File: src/sv/i2cram_pkg.sv
`timescale 1ns / 1ps

package i2cram_pkg;

	// Bus timing and program constants
	localparam logic [15:0] DELAY_RESET = 16'd256;
	localparam logic [15:0] DELAY_MIN   = 16'd1;
	localparam logic [3:0]  PROG_LEN_WR = 4'd8;
	localparam logic [3:0]  PROG_LEN_RD = 4'd12;
	localparam logic [2:0]  LAST_BIT    = 3'd7;
	localparam logic [7:0]  READ_FLAG   = 8'h01;

	// Block kinds of a transaction program
	typedef enum logic [2:0] {
		KIND_START,
		KIND_WBIT,
		KIND_WACK,
		KIND_RPRE,
		KIND_RBIT,
		KIND_RACK,
		KIND_STOP
	} i2cram_kind_t;

	// Single bus actions, one per tick (delay may span several)
	typedef enum logic [3:0] {
		OP_SCLH,
		OP_SCLL,
		OP_SDAH,
		OP_SDAL,
		OP_REL,
		OP_OUT,
		OP_BIT,
		OP_SAMP,
		OP_DLY
	} i2cram_op_t;

	// Byte loaded into the shifter when a byte-send block begins
	typedef enum logic [2:0] {
		SEL_NONE,
		SEL_ID,
		SEL_ADDR,
		SEL_DATA,
		SEL_IDR
	} i2cram_sel_t;

	typedef struct packed {
		i2cram_kind_t kind;
		i2cram_sel_t  sel;
	} i2cram_blk_t;

	typedef struct packed {
		logic       action;
		logic [7:0] device_id;
		logic [7:0] reg_addr;
		logic [7:0] write_data;
	} i2cram_req_t;

	typedef struct packed {
		logic       cmd_valid;
		logic       action;
		logic [7:0] device_id;
		logic [7:0] reg_addr;
		logic [7:0] write_data;
		logic       sda_in;
	} i2cram_item_t;

	typedef struct packed {
		logic       scl_level;
		logic       sda_level;
		logic       sda_enable;
		logic       busy_res;
		logic       done_res;
		logic [7:0] read_byte;
	} i2cram_res_t;

	// Number of actions in a block
	function automatic logic [2:0] kind_len(input i2cram_kind_t k);
		logic [2:0] len;
		unique case (k)
			KIND_START: len = 3'd6;
			KIND_WBIT:  len = 3'd5;
			KIND_WACK:  len = 3'd7;
			KIND_RPRE:  len = 3'd1;
			KIND_RBIT:  len = 3'd5;
			KIND_RACK:  len = 3'd7;
			KIND_STOP:  len = 3'd7;
			default:    len = 3'd7;
		endcase
		return len;
	endfunction

	// Action at a position inside a block
	function automatic i2cram_op_t kind_op(input i2cram_kind_t k, input logic [2:0] i);
		i2cram_op_t op;
		op = OP_SCLH;
		unique case (k)
			KIND_START: begin
				unique case (i)
					3'd0:    op = OP_SCLH;
					3'd2:    op = OP_SDAH;
					3'd4:    op = OP_SDAL;
					3'd1, 3'd3, 3'd5: op = OP_DLY;
					default: op = OP_SCLH;
				endcase
			end
			KIND_WBIT: begin
				unique case (i)
					3'd0:    op = OP_SCLL;
					3'd1:    op = OP_DLY;
					3'd2:    op = OP_BIT;
					3'd3:    op = OP_SCLH;
					3'd4:    op = OP_DLY;
					default: op = OP_SCLH;
				endcase
			end
			KIND_WACK: begin
				unique case (i)
					3'd0:    op = OP_SCLL;
					3'd1:    op = OP_REL;
					3'd2:    op = OP_DLY;
					3'd3:    op = OP_SCLH;
					3'd4:    op = OP_DLY;
					3'd5:    op = OP_SCLL;
					3'd6:    op = OP_OUT;
					default: op = OP_SCLH;
				endcase
			end
			KIND_RPRE: begin
				op = (i == 3'd0) ? OP_REL : OP_SCLH;
			end
			KIND_RBIT: begin
				unique case (i)
					3'd0:    op = OP_SCLL;
					3'd1:    op = OP_DLY;
					3'd2:    op = OP_SCLH;
					3'd3:    op = OP_SAMP;
					3'd4:    op = OP_DLY;
					default: op = OP_SCLH;
				endcase
			end
			KIND_RACK: begin
				unique case (i)
					3'd0:    op = OP_SCLL;
					3'd1:    op = OP_OUT;
					3'd2:    op = OP_SDAH;
					3'd3:    op = OP_DLY;
					3'd4:    op = OP_SCLH;
					3'd5:    op = OP_DLY;
					3'd6:    op = OP_SCLL;
					default: op = OP_SCLH;
				endcase
			end
			KIND_STOP: begin
				unique case (i)
					3'd1:    op = OP_SDAL;
					3'd3:    op = OP_SCLH;
					3'd5:    op = OP_SDAH;
					3'd0, 3'd2, 3'd4, 3'd6: op = OP_DLY;
					default: op = OP_SCLH;
				endcase
			end
			default: op = OP_SCLH;
		endcase
		return op;
	endfunction

	// Block of the write or read program at a given index
	function automatic i2cram_blk_t prog_block(input logic is_read, input logic [3:0] idx);
		i2cram_blk_t b;
		if (is_read) begin
			unique case (idx)
				4'd0:    b = '{KIND_START, SEL_NONE};
				4'd1:    b = '{KIND_WBIT,  SEL_ID};
				4'd2:    b = '{KIND_WACK,  SEL_NONE};
				4'd3:    b = '{KIND_WBIT,  SEL_ADDR};
				4'd4:    b = '{KIND_WACK,  SEL_NONE};
				4'd5:    b = '{KIND_START, SEL_NONE};
				4'd6:    b = '{KIND_WBIT,  SEL_IDR};
				4'd7:    b = '{KIND_WACK,  SEL_NONE};
				4'd8:    b = '{KIND_RPRE,  SEL_NONE};
				4'd9:    b = '{KIND_RBIT,  SEL_NONE};
				4'd10:   b = '{KIND_RACK,  SEL_NONE};
				default: b = '{KIND_STOP,  SEL_NONE};
			endcase
		end else begin
			unique case (idx)
				4'd0:    b = '{KIND_START, SEL_NONE};
				4'd1:    b = '{KIND_WBIT,  SEL_ID};
				4'd2:    b = '{KIND_WACK,  SEL_NONE};
				4'd3:    b = '{KIND_WBIT,  SEL_ADDR};
				4'd4:    b = '{KIND_WACK,  SEL_NONE};
				4'd5:    b = '{KIND_WBIT,  SEL_DATA};
				4'd6:    b = '{KIND_WACK,  SEL_NONE};
				default: b = '{KIND_STOP,  SEL_NONE};
			endcase
		end
		return b;
	endfunction

endpackage

File: src/sv/i2cram_if.sv
`timescale 1ns / 1ps

// Command channel: one beat per bus tick
interface i2cram_cmd_if;
	logic       valid;
	logic       ready;
	logic       cmd_valid;
	logic       action;
	logic [7:0] device_id;
	logic [7:0] reg_addr;
	logic [7:0] write_data;
	logic       sda_in;

	modport source (
		output valid, cmd_valid, action, device_id, reg_addr, write_data, sda_in,
		input  ready
	);
	modport sink (
		input  valid, cmd_valid, action, device_id, reg_addr, write_data, sda_in,
		output ready
	);
endinterface

// Result channel: pin levels and status after each tick
interface i2cram_res_if;
	logic       valid;
	logic       ready;
	logic       scl_level;
	logic       sda_level;
	logic       sda_enable;
	logic       busy_res;
	logic       done_res;
	logic [7:0] read_byte;

	modport source (
		output valid, scl_level, sda_level, sda_enable, busy_res, done_res, read_byte,
		input  ready
	);
	modport sink (
		input  valid, scl_level, sda_level, sda_enable, busy_res, done_res, read_byte,
		output ready
	);
endinterface

// Configuration write channel for the delay register
interface i2cram_cfg_if;
	logic        valid;
	logic        ready;
	logic [15:0] delay_ticks;

	modport source (
		output valid, delay_ticks,
		input  ready
	);
	modport sink (
		input  valid, delay_ticks,
		output ready
	);
endinterface

File: src/sv/i2cram_seq.sv
`timescale 1ns / 1ps

module i2cram_seq (
	input  logic                 clk,
	input  logic                 arst_n,
	input  logic                 adv,
	input  i2cram_pkg::i2cram_item_t item,
	input  logic [15:0]          delay_ticks,
	output i2cram_pkg::i2cram_res_t  res
);
	import i2cram_pkg::*;

	// Sequencer state
	logic        busy_q, busy_n;
	logic [3:0]  blk_q, blk_n;
	logic [2:0]  op_q, op_n;
	logic [2:0]  bit_q, bit_n;
	logic [7:0]  shift_q, shift_n;
	logic [15:0] wait_q, wait_n;
	i2cram_req_t req_q, req_n;
	logic        scl_q, scl_n;
	logic        sda_q, sda_n;
	logic        en_q, en_n;
	logic [7:0]  hold_q, hold_n;

	i2cram_blk_t cur_blk;
	i2cram_blk_t nxt_blk;
	i2cram_op_t  cur_op;
	logic [2:0]  cur_len;
	logic [2:0]  op_idx;
	logic [3:0]  blk_inc;
	logic [3:0]  prog_len;
	logic [15:0] dly_eff;
	logic [16:0] wait_sum;
	logic        step_done;
	logic        done;

	assign dly_eff = (delay_ticks == '0) ? DELAY_MIN : delay_ticks;

	// Run one tick: latch a new command when idle, then perform one action
	always_comb begin
		busy_n    = busy_q;
		blk_n     = blk_q;
		op_n      = op_q;
		bit_n     = bit_q;
		shift_n   = shift_q;
		wait_n    = wait_q;
		req_n     = req_q;
		scl_n     = scl_q;
		sda_n     = sda_q;
		en_n      = en_q;
		hold_n    = hold_q;
		done      = 1'b0;
		step_done = 1'b1;
		nxt_blk   = '{KIND_STOP, SEL_NONE};

		if (!busy_q && item.cmd_valid) begin
			req_n  = '{item.action, item.device_id, item.reg_addr, item.write_data};
			busy_n = 1'b1;
			blk_n  = '0;
			op_n   = '0;
			bit_n  = '0;
			wait_n = '0;
		end

		cur_blk  = prog_block(req_n.action, blk_n);
		cur_len  = kind_len(cur_blk.kind);
		op_idx   = (op_n >= cur_len) ? 3'd0 : op_n;
		cur_op   = kind_op(cur_blk.kind, op_idx);
		wait_sum = {1'b0, wait_n} + 17'd1;
		blk_inc  = blk_n + 4'd1;
		prog_len = req_n.action ? PROG_LEN_RD : PROG_LEN_WR;

		if (busy_n) begin
			unique case (cur_op)
				OP_SCLH: scl_n = 1'b1;
				OP_SCLL: scl_n = 1'b0;
				OP_SDAH: sda_n = 1'b1;
				OP_SDAL: sda_n = 1'b0;
				OP_REL:  en_n  = 1'b0;
				OP_OUT:  en_n  = 1'b1;
				OP_BIT: begin
					sda_n   = shift_n[7];
					shift_n = {shift_n[6:0], 1'b0};
				end
				OP_SAMP: shift_n = {shift_n[6:0], item.sda_in};
				OP_DLY: begin
					if (wait_sum < {1'b0, dly_eff}) begin
						wait_n    = wait_sum[15:0];
						step_done = 1'b0;
					end else begin
						wait_n = '0;
					end
				end
				default: step_done = 1'b1;
			endcase

			// Advance within the block, then the bit loop, then the program
			if (step_done) begin
				if ({1'b0, op_idx} + 4'd1 < {1'b0, cur_len}) begin
					op_n = op_idx + 3'd1;
				end else begin
					op_n = '0;
					if ((cur_blk.kind == KIND_WBIT || cur_blk.kind == KIND_RBIT)
					    && bit_n != LAST_BIT) begin
						bit_n = bit_n + 3'd1;
					end else begin
						bit_n = '0;
						if (blk_inc >= prog_len) begin
							if (req_n.action)
								hold_n = shift_n;
							busy_n = 1'b0;
							done   = 1'b1;
						end else begin
							blk_n   = blk_inc;
							nxt_blk = prog_block(req_n.action, blk_inc);
							if (nxt_blk.kind == KIND_WBIT) begin
								unique case (nxt_blk.sel)
									SEL_ID:   shift_n = req_n.device_id;
									SEL_ADDR: shift_n = req_n.reg_addr;
									SEL_DATA: shift_n = req_n.write_data;
									SEL_IDR:  shift_n = req_n.device_id | READ_FLAG;
									default:  shift_n = shift_n;
								endcase
							end
						end
					end
				end
			end
		end
	end

	// Commit state on every processed beat
	always_ff @(posedge clk or negedge arst_n) begin
		if (!arst_n) begin
			busy_q  <= 1'b0;
			blk_q   <= '0;
			op_q    <= '0;
			bit_q   <= '0;
			shift_q <= '0;
			wait_q  <= '0;
			req_q   <= '0;
			scl_q   <= 1'b1;
			sda_q   <= 1'b1;
			en_q    <= 1'b1;
			hold_q  <= '0;
		end else if (adv) begin
			busy_q  <= busy_n;
			blk_q   <= blk_n;
			op_q    <= op_n;
			bit_q   <= bit_n;
			shift_q <= shift_n;
			wait_q  <= wait_n;
			req_q   <= req_n;
			scl_q   <= scl_n;
			sda_q   <= sda_n;
			en_q    <= en_n;
			hold_q  <= hold_n;
		end
	end

	assign res = '{scl_n, sda_n, en_n, busy_n, done, hold_n};

	// Checks
	a_done_clears_busy: assert property (@(posedge clk) disable iff (!arst_n)
		adv && done |=> !busy_q)
		else $error("busy still set after transaction end");

	a_idle_stays_idle: assert property (@(posedge clk) disable iff (!arst_n)
		adv && !busy_q && !item.cmd_valid |=> !busy_q)
		else $error("sequencer left idle without a command");

	a_wait_bounded: assert property (@(posedge clk) disable iff (!arst_n)
		busy_q |-> ({1'b0, wait_q} < {1'b0, dly_eff}) || $changed(delay_ticks))
		else $error("delay counter beyond configured delay");

endmodule

File: src/sv/i2c_register_access_master.sv
`timescale 1ns / 1ps

// Single-register I2C master, stepped one bus tick per command beat.
// Channels:
//   cmd - one beat per tick: cmd_valid starts a write (action 0) or read
//         (action 1) when idle; sda_in is the sampled SDA level.
//   res - one beat per command beat: SCL/SDA levels, SDA enable, busy,
//         a done pulse on the ending tick and the last byte read.
//   cfg - writes delay_ticks, the idle ticks per bus timing delay
//         (0 counts as 1). Always ready; write only while idle.
// An accepted command beat is held in the input stage until the sequencer
// advances, which registers its result in the result stage.
// Throughput: one beat per cycle while res is ready; the sequencer update is
// a single pass of logic between the input stage and the result register.
// A stalled res channel holds its result; cmd keeps accepting until the
// input stage is also full, then ready drops until res drains.
// Reset: idle, SCL high, SDA high and driven, read byte zero, delay 256.
module i2c_register_access_master (
	input  logic clk,
	input  logic arst_n,
	i2cram_cmd_if.sink   cmd,
	i2cram_res_if.source res,
	i2cram_cfg_if.sink   cfg
);
	import i2cram_pkg::*;

	logic         valid_s1;
	i2cram_item_t item_s1;
	logic         valid_s2;
	i2cram_res_t  res_s2;
	i2cram_res_t  res_comb;
	logic [15:0]  delay_q;
	logic         adv;
	logic         take;

	assign adv  = valid_s1 && (!valid_s2 || res.ready);
	assign take = cmd.valid && cmd.ready;

	assign cmd.ready = !valid_s1 || adv;
	assign cfg.ready = 1'b1;

	// Hold the delay register
	always_ff @(posedge clk or negedge arst_n) begin
		if (!arst_n) begin
			delay_q <= DELAY_RESET;
		end else if (cfg.valid && cfg.ready) begin
			delay_q <= cfg.delay_ticks;
		end
	end

	// Input stage valid
	always_ff @(posedge clk or negedge arst_n) begin
		if (!arst_n) begin
			valid_s1 <= 1'b0;
		end else if (cmd.ready) begin
			valid_s1 <= cmd.valid;
		end
	end

	// Input stage payload
	always_ff @(posedge clk) begin
		if (take) begin
			item_s1 <= '{cmd.cmd_valid, cmd.action, cmd.device_id, cmd.reg_addr,
			             cmd.write_data, cmd.sda_in};
		end
	end

	i2cram_seq u_seq (
		.clk         (clk),
		.arst_n      (arst_n),
		.adv         (adv),
		.item        (item_s1),
		.delay_ticks (delay_q),
		.res         (res_comb)
	);

	// Result stage valid: load on advance, drop when taken
	always_ff @(posedge clk or negedge arst_n) begin
		if (!arst_n) begin
			valid_s2 <= 1'b0;
		end else if (adv) begin
			valid_s2 <= 1'b1;
		end else if (res.ready) begin
			valid_s2 <= 1'b0;
		end
	end

	// Result stage payload
	always_ff @(posedge clk) begin
		if (adv) begin
			res_s2 <= res_comb;
		end
	end

	assign res.valid      = valid_s2;
	assign res.scl_level  = res_s2.scl_level;
	assign res.sda_level  = res_s2.sda_level;
	assign res.sda_enable = res_s2.sda_enable;
	assign res.busy_res   = res_s2.busy_res;
	assign res.done_res   = res_s2.done_res;
	assign res.read_byte  = res_s2.read_byte;

	// Checks
	a_done_not_busy: assert property (@(posedge clk) disable iff (!arst_n)
		valid_s2 && res_s2.done_res |-> !res_s2.busy_res)
		else $error("done reported while still busy");

	a_adv_loads_result: assert property (@(posedge clk) disable iff (!arst_n)
		adv |=> valid_s2)
		else $error("result stage not loaded after advance");

	a_s1_holds: assert property (@(posedge clk) disable iff (!arst_n)
		valid_s1 && !adv |=> valid_s1 && $stable(item_s1))
		else $error("input stage lost a stalled beat");

endmodule
File: src/flat_wrapper.sv
// flat-port wrapper written by rule: the top's interface ports become plain ports
module i2c_register_access_master_flat import i2cram_pkg::*;
  (clk, arst_n, cmd_valid, cmd_cmd_valid, cmd_action, cmd_device_id, cmd_reg_addr, cmd_write_data, cmd_sda_in, cmd_ready, res_valid, res_scl_level, res_sda_level, res_sda_enable, res_busy_res, res_done_res, res_read_byte, res_ready, cfg_valid, cfg_delay_ticks, cfg_ready);
  i2cram_cmd_if cmd_i ();
  i2cram_res_if res_i ();
  i2cram_cfg_if cfg_i ();
  input  logic clk;
  input  logic arst_n;
  input wire logic [$bits(cmd_i.valid)-1:0] cmd_valid;
  input wire logic [$bits(cmd_i.cmd_valid)-1:0] cmd_cmd_valid;
  input wire logic [$bits(cmd_i.action)-1:0] cmd_action;
  input wire logic [$bits(cmd_i.device_id)-1:0] cmd_device_id;
  input wire logic [$bits(cmd_i.reg_addr)-1:0] cmd_reg_addr;
  input wire logic [$bits(cmd_i.write_data)-1:0] cmd_write_data;
  input wire logic [$bits(cmd_i.sda_in)-1:0] cmd_sda_in;
  output wire logic [$bits(cmd_i.ready)-1:0] cmd_ready;
  output wire logic [$bits(res_i.valid)-1:0] res_valid;
  output wire logic [$bits(res_i.scl_level)-1:0] res_scl_level;
  output wire logic [$bits(res_i.sda_level)-1:0] res_sda_level;
  output wire logic [$bits(res_i.sda_enable)-1:0] res_sda_enable;
  output wire logic [$bits(res_i.busy_res)-1:0] res_busy_res;
  output wire logic [$bits(res_i.done_res)-1:0] res_done_res;
  output wire logic [$bits(res_i.read_byte)-1:0] res_read_byte;
  input wire logic [$bits(res_i.ready)-1:0] res_ready;
  input wire logic [$bits(cfg_i.valid)-1:0] cfg_valid;
  input wire logic [$bits(cfg_i.delay_ticks)-1:0] cfg_delay_ticks;
  output wire logic [$bits(cfg_i.ready)-1:0] cfg_ready;
  assign cmd_i.valid = cmd_valid;
  assign cmd_i.cmd_valid = cmd_cmd_valid;
  assign cmd_i.action = cmd_action;
  assign cmd_i.device_id = cmd_device_id;
  assign cmd_i.reg_addr = cmd_reg_addr;
  assign cmd_i.write_data = cmd_write_data;
  assign cmd_i.sda_in = cmd_sda_in;
  assign cmd_ready = cmd_i.ready;
  assign res_valid = res_i.valid;
  assign res_scl_level = res_i.scl_level;
  assign res_sda_level = res_i.sda_level;
  assign res_sda_enable = res_i.sda_enable;
  assign res_busy_res = res_i.busy_res;
  assign res_done_res = res_i.done_res;
  assign res_read_byte = res_i.read_byte;
  assign res_i.ready = res_ready;
  assign cfg_i.valid = cfg_valid;
  assign cfg_i.delay_ticks = cfg_delay_ticks;
  assign cfg_ready = cfg_i.ready;
  i2c_register_access_master u_core (.clk(clk), .arst_n(arst_n), .cmd(cmd_i), .res(res_i), .cfg(cfg_i));
endmodule
File: config.mk
export PLATFORM = sky130hd
export DESIGN_NAME = i2c_register_access_master_flat
export DESIGN_NICKNAME = d
export VERILOG_FILES = /design/src/sv/i2cram_pkg.sv /design/src/sv/i2cram_if.sv /design/src/sv/i2cram_seq.sv /design/src/sv/i2c_register_access_master.sv /design/src/flat_wrapper.sv
export SDC_FILE = /design/constraint.sdc
export NUM_CORES = 1
export LEC_CHECK = 0
export BUFFER_PORTS_ARGS = -buffer_cell sky130_fd_sc_hd__buf_2
export CORE_ASPECT_RATIO = 2
export CORE_MARGIN = 10
export CORE_UTILIZATION = 24
export CTS_CLUSTER_SIZE = 40
export DETAILED_ROUTE_END_ITERATION = 12
export PLACE_DENSITY = 0.38
export SLEW_MARGIN = 30
export SYNTH_ARGS = -nofsm -noshare
export SYNTH_HDL_FRONTEND = slang
export SYNTH_HIERARCHICAL = 1
export SYNTH_SLANG_ARGS = --single-unit
File: constraint.sdc
create_clock -name clk -period 12.6 [get_ports clk]
set_input_delay 1.89 -clock clk [delete_from_list [all_inputs] [get_ports clk]]
set_output_delay 1.89 -clock clk [all_outputs]
set_load 0.005 [all_outputs]
==> results.ini <==
[run_status]
outcome = completed

[power_and_ir_drop]
power-per-cell-area_nw_per_um2 = 241
ir_worst_vdd_v = 0.000108
total_power_w = 0.00216
leakage_nw = 3.81

[floorplanning]
die_area_sq_um = 40000
dieWidth_microns = 147
start_util = 0.244
chipHeight_microns = 273
core_area_sq_um = 31500
io_pins = 64
fp-row-count = 92

[min_path]
hp-start = u_core/valid_s1
worstHoldEndpoint = u_core/res.valid
hp-class = reg -> reg
hold_path_depth = 1

[synth]
synth_edf_count = 40
synth_area_leaders = dfrtp_1 (28%), edfxtp_1 (16%), mux2_2 (6.0%)
yosysTopAreaCellShare = 0.277
synth_commonest_cells = nand2_1 (91), dfrtp_1 (85), mux2_2 (41)
ys_seq_area_frac = 0.447
async_flop_share = 0.690
yosysMostFrequentCell = nand2_1
yosysWarnings = 6
yosys_register_bits = 129
syn-cell-area_sq_um = 7680
synth.avg_cell_area_sq_um = 10.6
yosys.area.top_type = dfrtp_1
synthFlopType = dfrtp_1
synth_nets = 810
synth_cells = 727
synth.distinct_cells = 87

[sta]
tightest_slew_ns = 0.994
finalSetupViolCount = 0
max_freq_ghz = 0.135
min_period_ns = 7.43
fin_crit_sh = 0.590
holdWs_ns = 0.482
slew_headroom = 0.337
rsz0062_at_grt = false
finalHoldViolations = 0
maxSlewViolCount = 0
skew_ns = 0.00968
finalSetupTns_ns = 0

[grt]
grt_pass1_vias = 6304
grt_overflow = 0
grt_antenna_before_repair = 0
grt_max_degree = 60
grt_pass1_wl_microns = 36300
track_usage = 0.118

[route]
dr.first_iter.drc_count = 310
drc = 0
avgViaCountPerCell = 4.75
drt-total-wl_microns = 23200
final_antenna_net_count = 0
vias = 5762
firstDrtPassIters = 4
wire_per_inst_microns = 19.1

[clock_network]
cts_made_buffers = 17
cts_tree = yes
post_cts_resized = 0
clkSinkCount = 129
root_buffer = clkbuf_16
clock_latency_ns = 0.44
path_clk_slew_ns = 0.06
clock_path_buffers = 2
cts_htree_levels = 4
cts_setup_buffers = 0
hold_buffers = 0

[cells_and_area]
n_antenna_cell = 0
instances_no_fill = 1213
syn_to_final_growth_pct = 16.8
multi_input_area_sq_um = 3890
seqCellArea_sq_um = 3430
drive_gt1_frac = 0.237
nFillCells = 3376
final_area_sq_um = 8980
nets = 860

[setup_path]
reg2reg_to = u_core/u_seq/wait_q[11]
cpMaxStageDelayCell = a311oi_2
crit_path_cell_trace = nand2b_2, nand2_1, inv_1, ha_1, nor2b_1, o41a_1, o31ai_1, nor3_1, nand2_1, o21ai_0, ha_1, a21oi_1, o21ai_1, nor2_1, inv_1, ha_1, o21ai_0, nor3_1, o21a_1, a311oi_2, and4b_1, nand2_1, nor2_2, a22o_1
worstRegToRegCells = 24
crit_path_start_kind = flop
critical_path_arrival_ns = 7.80
timing.rr.start = u_core/u_seq/busy_q
cp_max_fo = 13
reg2reg_slack_ns = 5.17
critical_path_required_ns = 12.97
crit_path_max_incr_delay_ns = 0.65
crit_path_end_kind = flop
startpoint = u_core/u_seq/busy_q
path_class = reg -> reg

[place]
port_buffers = 62
gp_congestion = 0.850
hpwl_microns = 17100
numPlacedInstances = 1181
placed_cell_area_sq_um = 8370

[run]
cap_violations = 0

-- cells in the final DEF (no fill, tap or decap), drive strengths merged, types with 4 or more instances in the layout --
cell type	n
a211oi	4
o221ai	4
nand3	20
buf	73
o32ai	8
nor2b	7
nand3b	5
o22ai	6
inv	35
o31ai	4
edfxtp	40
and3	4
dfstp	4
a21oi	37
xor2	8
dfrtp	85
nor2	35
mux2	71
nand2	91
nor4	9
a22o	13
o21ai	25
nor3	12
mux2i	10
o211ai	13
clkbuf	17
a311oi	4
nand2b	7
a21o	8
ha	35
clkinv	7
and2	8
a2bb2oi	7
a31oi	6
xnor2	7
a211o	5
nand4	11
-- metal layers --
layer  global-route usage  vias up  part of all wire
met2                0.233      120              0.59
li1                     -     2781                 -
met3               0.0210       30             0.024
met5                    0        -                 0
met1                0.114     2831              0.37
met4               0.0540        0             0.025
-- how the worst max path moves through the flow --
| stage | endpoint | slack [ns] | cells after the start |
|---|---|---|---|
| 2_1_floorplan | u_core/res.read_byte[5] | 5.87 | 29 |
| 3_3_place_gp | u_core/res.read_byte[1] | 5.42 | 23 |
| 3_5_place_dp | u_core/res.read_byte[1] | 5.30 | 23 |
| 4_1_cts | u_core/res.read_byte[1] | 5.29 | 23 |
| 5_1_grt | u_core/u_seq/wait_q[12] | 4.60 | 24 |
| 6_report | u_core/u_seq/wait_q[11] | 5.17 | 24 |
-- flip-flops by register name, indices dropped and copies added, names as in the netlist, 3 cells and up --
signal,flops
u_core/item_s1,27
u_core/u_seq/wait_q,16
u_core/delay_q,16
u_core/u_seq/req_q,25
u_core/res.read_byte,8
u_core/u_seq/shift_q,8
u_core/u_seq/hold_q,8
u_core/u_seq/op_q,3
u_core/u_seq/blk_q,4
u_core/u_seq/bit_q,3
-- metrics by stage --
| stage | setup slack [ns] | util |
|---|---|---|
| 3_3_place_gp | 5.42 | 0.265 |
| 5_1_grt | 4.60 | 0.285 |
| 4_1_cts | 5.29 | 0.285 |
| 3_5_place_dp | 5.30 | 0.265 |
| 6_report | 5.17 | 0.285 |
| 2_1_floorplan | 5.87 | - |
-- critical path, delay by kind of cell, from the launching register on --
| kind | cells | cell delay (ns) |
|---|---|---|
| adder cells (fa/ha/maj) | 3 | 0.85 |
| AO/OA/AOI/OAI | 9 | 2.69 |
| buffers and inverters | 2 | 0.24 |
| flip-flops | 1 | 0.49 |
| AND/OR/NAND/NOR | 10 | 3.10 |
-- final cells by class --
class                           instances  share of cell area
Clock inverter                         15              0.0205
Multi-Input combinational cell        524               0.433
Sequential cell                       129               0.382
Inverter                               32              0.0134
Timing Repair Buffer                   73              0.0440
Clock buffer                           17              0.0474
Tap cell                              423              0.0590
-- report_power, final --
part | switching [W] | leakage, nW | internal (W)
clock network | 0.000204 | 0.292 | 0.000313
logic | 0.000639 | 2.03 | 0.000374
registers | 0.0000787 | 1.49 | 0.000550
-- cell families after synthesis --
family                     Yosys count  synth area share
and+or+nand+nor                    224             0.147
AOI/OAI and AO/OA                  168             0.159
DFF                                129             0.447
muxes                               81             0.126
buffers and inverters               74            0.0471
adders and majority gates           35            0.0570
xor gates and xnor gates            15            0.0171
other                                1          0.000488
Note: power is estimated with default switching activity, not from simulation.
